$ cat config.mk
export PLATFORM = sky130hd
export DESIGN_NAME = pgpb_fifo
export DESIGN_NICKNAME = d
export VERILOG_FILES = /design/src/sv/pgpb_pkg.sv /design/src/sv/pgpb_fifo.sv
export SDC_FILE = /design/constraint.sdc
export NUM_CORES = 1
export LEC_CHECK = 0
export BUFFER_PORTS_ARGS = -buffer_cell sky130_fd_sc_hd__buf_2
export CORE_UTILIZATION = 61
export DETAILED_ROUTE_END_ITERATION = 16
export PLACE_DENSITY = 0.84
export SLEW_MARGIN = 10
export SYNTH_ARGS = -nofsm -noshare
export SYNTH_HDL_FRONTEND = slang
export SYNTH_SLANG_ARGS = --single-unit
$ cat constraint.sdc
create_clock -name clk -period 6.06 [get_ports clk]
set_clock_uncertainty 0.1 [all_clocks]
set_input_delay 0.303 -clock clk [delete_from_list [all_inputs] [get_ports clk]]
set_output_delay 0.303 -clock clk [all_outputs]
set_load 0.03 [all_outputs]
$ cat src/sv/pgpb_pkg.sv
package pgpb_pkg;

	localparam int ANG_BITS     = 20;
	localparam int CORDIC_STEPS = 18;
	localparam int SQRT_STEPS   = 20;
	localparam int DIV_STEPS    = 20;
	localparam int NUM_STAGES   = SQRT_STEPS + DIV_STEPS;
	localparam int SECTOR_STAGE = CORDIC_STEPS;
	localparam int MAX_SECTORS  = 256;
	localparam int MAX_RINGS    = 256;
	localparam int FIFO_DEPTH   = 4;

	localparam logic [1:0] REG_NUM_SECTORS  = 2'd0;
	localparam logic [1:0] REG_NUM_RINGS    = 2'd1;
	localparam logic [1:0] REG_RING_SPACING = 2'd2;

	typedef struct packed {
		logic [8:0]  num_sectors;
		logic [8:0]  num_rings;
		logic [15:0] ring_spacing;
	} cfg_t;

	typedef struct packed {
		logic signed [20:0] x;
		logic signed [20:0] y;
		logic               axis;
		logic signed [20:0] base;
		logic [39:0]        r2;
		logic [17:0]        tag;
	} pt_t;

	typedef struct packed {
		logic signed [33:0] x;
		logic signed [33:0] y;
		logic signed [21:0] z;
		logic signed [20:0] base;
		logic               axis;
		logic [8:0]         sec;
		logic [39:0]        n;
		logic [39:0]        r;
		logic [15:0]        rem;
		logic [19:0]        q;
		logic [17:0]        tag;
	} st_t;

	function automatic logic signed [21:0] atan_entry(input int i);
		logic signed [21:0] v;
		case (i)
			0:  v = 22'sd131072;
			1:  v = 22'sd77376;
			2:  v = 22'sd40884;
			3:  v = 22'sd20753;
			4:  v = 22'sd10417;
			5:  v = 22'sd5213;
			6:  v = 22'sd2607;
			7:  v = 22'sd1304;
			8:  v = 22'sd652;
			9:  v = 22'sd326;
			10: v = 22'sd163;
			11: v = 22'sd81;
			12: v = 22'sd41;
			13: v = 22'sd20;
			14: v = 22'sd10;
			15: v = 22'sd5;
			16: v = 22'sd3;
			17: v = 22'sd1;
			default: v = 22'sd0;
		endcase
		return v;
	endfunction

endpackage

$ cat src/sv/pgpb_fifo.sv
module pgpb_fifo (
	input  logic          clk,
	input  logic          arst_n,
	input  logic          push,
	input  pgpb_pkg::pt_t wdata,
	output logic          full,
	input  logic          pop,
	output logic          empty,
	output pgpb_pkg::pt_t rdata
);

	pgpb_pkg::pt_t mem_q [pgpb_pkg::FIFO_DEPTH];
	logic [$clog2(pgpb_pkg::FIFO_DEPTH)-1:0] wptr_q;
	logic [$clog2(pgpb_pkg::FIFO_DEPTH)-1:0] rptr_q;
	logic [$clog2(pgpb_pkg::FIFO_DEPTH):0]   cnt_q;

	assign full  = (cnt_q == ($clog2(pgpb_pkg::FIFO_DEPTH) + 1)'(pgpb_pkg::FIFO_DEPTH));
	assign empty = (cnt_q == '0);
	assign rdata = mem_q[rptr_q];

	always_ff @(posedge clk) begin
		if (push) begin
			mem_q[wptr_q] <= wdata;
		end
	end

	always_ff @(posedge clk or negedge arst_n) begin
		if (!arst_n) begin
			wptr_q <= '0;
			rptr_q <= '0;
			cnt_q  <= '0;
		end else begin
			if (push) begin
				wptr_q <= wptr_q + 1'b1;
			end
			if (pop) begin
				rptr_q <= rptr_q + 1'b1;
			end
			if (push && !pop) begin
				cnt_q <= cnt_q + 1'b1;
			end else if (pop && !push) begin
				cnt_q <= cnt_q - 1'b1;
			end
		end
	end

endmodule

## Word level (Yosys, flattened, before mapping)

Memory sizes are Yosys's and may differ from the RTL's.
Index checks and enable logic that the tools add are counted.

- Equal/unequal tests: 1
- $add $sub $neg: 4
- Mux-type cells: 4
- Reduce and logical (&&, ||, !) cells: 6

Operators with widths:

| cell | number |
|---|---|
| $mux 3 | 2 |
| $add 2x1->2 const B | 2 |
| $add 3x1->3 const B | 1 |
| $eq 3x3->1 const B | 1 |
| $logic_not 3->1 | 1 |
| $sub 3x1->3 const B | 1 |
| $logic_and 1x1->1 | 2 |
| $logic_not 1->1 | 2 |
| $mux 1 | 2 |
| $reduce_bool 2->1 | 1 |

- Bits in writable memories: 488
- Flip-flop bits (word level): 7
- Memories: 1

Memory list:

| memory | depth | bits a word | read ports | clocked after Yosys merged registers in | write ports | line | RTL |
|---|---|---|---|---|---|---|---|
| mem_q | 4 | 122 | 1 | 0 | 1 | pgpb_fifo.sv:12 | `pgpb_pkg::pt_t mem_q [pgpb_pkg::FIFO_DEPTH];` |

## Logic depth before layout (Yosys ltp)

- Depth after elaboration: 4
- Mapped depth: 7
- Gate-level depth less buffers: 7

## Worst setup path before layout

No wires, ideal clock.

- Path type: flip-flop to flip-flop
- Start: register wptr_q[0] (netlist bit)
- End: memory mem_q[2][0] (netlist bit), enable pin
- Cell stages (with the launch flop): 4
- Data arrival time: 3419 ps
- Library setup time: 495 ps
- Path buffers: 0
- Path slack: 2046 ps
- Data required time: 5465 ps
- Cell sequence: dfrtp_1 -> inv_1 -> ha_1 -> and2_1

RTL lines:

| element | line | RTL |
|---|---|---|
| start: declaration | pgpb_fifo.sv:13 | `logic [$clog2(pgpb_pkg::FIFO_DEPTH)-1:0] wptr_q;` |
| start signal: assignment | pgpb_fifo.sv:34 | `wptr_q <= wptr_q + 1'b1;` |
| end: declaration | pgpb_fifo.sv:12 |  |

Straight into the memory's write port.

==> results.sh <==
export IMPL_critPathArrivalTime_ns=2.97
export IMPL_numPortBuffers=249
export IMPL_start_util_pct=62.3
export IMPL_synth_common_cells="edfxtp_1, mux4_2, buf_2"
export IMPL_layout_drive_gt1_share_pct=41.0
export IMPL_setup_viol=0
export IMPL_crit_chain="buf_4 > mux4_2 > buf_2"
export IMPL_viasPerCell=5.75
export IMPL_grt_max_degree=59
export IMPL_syn_nets=804
export IMPL_syn2layout_area_growth_pct=25.2
export IMPL_synth_area_top_cells="edfxtp_1, mux4_2, dfrtp_1"
export IMPL_place_inst=1289
export IMPL_end_kind="output pin"
export IMPL_insertion_delay_ns=0.53
export IMPL_cellPowerDensity_nw_per_um2=512
export IMPL_multi_input_area_um2=2960
export IMPL_core_area_um2=28900
export IMPL_synth_seq_area_share_pct=82.5
export IMPL_stdcell_count=1504
export IMPL_slowest_delay_ns=1.03
export IMPL_setup_worst_path_class="reg -> out"
export IMPL_syn_avg_cell_area_um2=26.8
export IMPL_cts_tree="built"
export IMPL_timing_fmax_ghz=0.297
export IMPL_maxCapViolCount=0
export IMPL_cp_max_fo=45
export IMPL_synth_warnings=0
export IMPL_num_vias=8643
export IMPL_n_fill_cell=1459
export IMPL_drt_wl_total_mm=37.5
export IMPL_fin_area_um2=22500
export IMPL_yosys_area_top_type="edfxtp_1"
export IMPL_min_period_ns=3.37
export IMPL_cts_resized=0
export IMPL_place_ws_ns=3.19
export IMPL_async_flop_share_pct=1.41
export IMPL_cts_sinks=495
export IMPL_antenna_left=0
export IMPL_grt_total_usage_pct=25.7
export IMPL_min_path_type="in -> async"
export IMPL_ir_drop_uv=441
export IMPL_dpl_cell_area_um2=19600
export IMPL_period_share_pct=55.6
export IMPL_synthMostInstantiatedCell="edfxtp_1"
export IMPL_critical_path_required_ns=5.66
export IMPL_grt_ovfl_total=0
export IMPL_post_cts_setup_buffers=0
export IMPL_dieHeight_um=174
export IMPL_syn_cell_area_um2=18000
export IMPL_drt_iter0_drc=698
export IMPL_post_route_drc_count=0
export IMPL_h_tree_depth=2
export IMPL_cp_start_kind="flip-flop"
export IMPL_antenna_found_initial=3
export IMPL_firstDrtPassIters=5
export IMPL_hold_viol_final=0
export IMPL_grt_pass1_vias=9407
export IMPL_synth_ff_type="edfxtp_1"
export IMPL_regArea_um2=14800
export IMPL_cts_made_buffers=47
export IMPL_relSlewSlack_pct=39.1
export IMPL_finalPower_mw=11.5
export IMPL_rsz0062_at_grt="false"
export IMPL_synth_cell_types=19
export IMPL_setup_ws_ns=2.69
export IMPL_die_area_um2=30200
export IMPL_ios=250
export IMPL_p_leak_nw=7.81
export IMPL_cpMaxStageDelayCell="dfrtp_4"
export IMPL_num_rows=62
export IMPL_tightest_slew_ns=0.914
export IMPL_place_gp_congestion=0.737
export IMPL_hpwl_mm=20.2
export IMPL_outcome="complete, no violations"
export IMPL_grt_pass1_wl_mm=56.6
export IMPL_synth_top_area_share_pct=81.5
export IMPL_path_clk_slew_ns=0.06
export IMPL_routedWlPerCell_um=25.0
export IMPL_synth_seq_cells=495
export IMPL_syn_inst=672
export IMPL_cts_root_buf="clkbuf_16"
export IMPL_cts_buffer_depth=3
export IMPL_setup_tns_ns=0
export IMPL_nets=1211
export IMPL_dieWidth_um=174
export IMPL_synth_edff_count=488
export IMPL_slew_violations=0
[sequential cells by signal (all words and copies together), names as in the netlist]
name,flops
mem_q,488
cnt_q,3
wptr_q,2
rptr_q,2
[logic make-up (layout without fill, tap and decap cells)]
logic type,count (synthesis),in the layout,share of synthesized area (%)
adder cells (fa/ha/maj),6,6,0.459
XOR/XNOR,6,6,0.292
AO/OA/AOI/OAI,1,1,0.0278
AND/OR/NAND/NOR,9,9,0.271
buffers and inverters,32,477,1.13
other,0,3,0
flip-flops,495,495,82.5
multiplexers,123,123,15.3
[worst paths after layout]
path / from / endpoint / slack (ns) / cells after the start
min reg2reg: cnt_q[2] / cnt_q[2] / 0.39 / 1
min in group clk: cnt_q[2] / cnt_q[2] / 0.39 / 1
max reg2reg: wptr_q[0] / mem_q[0][58] / 3.44 / 4
max in group asynchronous: arst_n / rptr_q[0] / 5.65 / 2
min: arst_n / cnt_q[2] / 0.03 / 2
max: rptr_q[0] / rdata[24] / 2.69 / 3
[critical path: cells and delay by family, from the launching register on]
| kind | cells | cell delay, ns |
|---|---|---|
| buffers and inverters | 2 | 0.77 |
| DFF | 1 | 1.03 |
| muxes | 1 | 0.61 |
[layout by cell type, fill, tap and decap left out, drive strengths merged]
cell type / n
edfxtp: 488
buf: 261
dlygate4sd3: 125
mux4: 122
clkbuf: 57
clkinv: 20
bufinv: 8
dfrtp: 7
ha: 5
inv: 4
and2: 4
xor2: 4
diode: 3
xnor2: 2
nand2: 2
clkinvlp: 2
nor3: 1
nor3b: 1
mux2: 1
o21ai: 1
nor2: 1
fa: 1
[report_power, final]
| group | total (mW) | switching (mW) | internal [mW] |
|---|---|---|---|
| registers | 4.81 | 0.324 | 4.48 |
| logic | 3.69 | 2.33 | 1.36 |
| clock network | 3.02 | 1.21 | 1.82 |
| total | 11.5 | 3.86 | 7.66 |
[through the flow]
| step | hold slack [ns] | utilization, % |
|---|---|---|
| after floorplan | -0.0926 | - |
| after global placement | 0.0501 | 68.1 |
| after detailed placement | 0.0479 | 68.1 |
| after CTS | 0.0105 | 78.0 |
| after global routing | 0.0307 | 78.0 |
| final | 0.0338 | 78.0 |
[final cells by class]
class / instances / area share [%]
diodes: 3 / 0.0334
clock buffers: 57 / 5.58
clock inverters: 30 / 1.55
inverters: 4 / 0.0667
multi-input cells: 145 / 13.1
flip-flops and latches: 495 / 65.9
well taps: 384 / 2.14
repair buffers: 386 / 11.6
[what timing repair did]
item,CTS,global route
endpoints found under the hold margin,498,0
setup endpoints to repair,0,0
hold buffers,125,0
[per-layer routing]
metal  vias up  track usage (%)  routed length [µm]  share of wire [%]
li1       3729                -                   -                  -
met1      4483             31.9               13600                 36
met2       366             46.6               20800                 55
met3        65             4.63                2290                6.1
met4         0             7.35                 824                2.2
met5         -                0                   0                  0
Power figures use the tool's default switching activity.
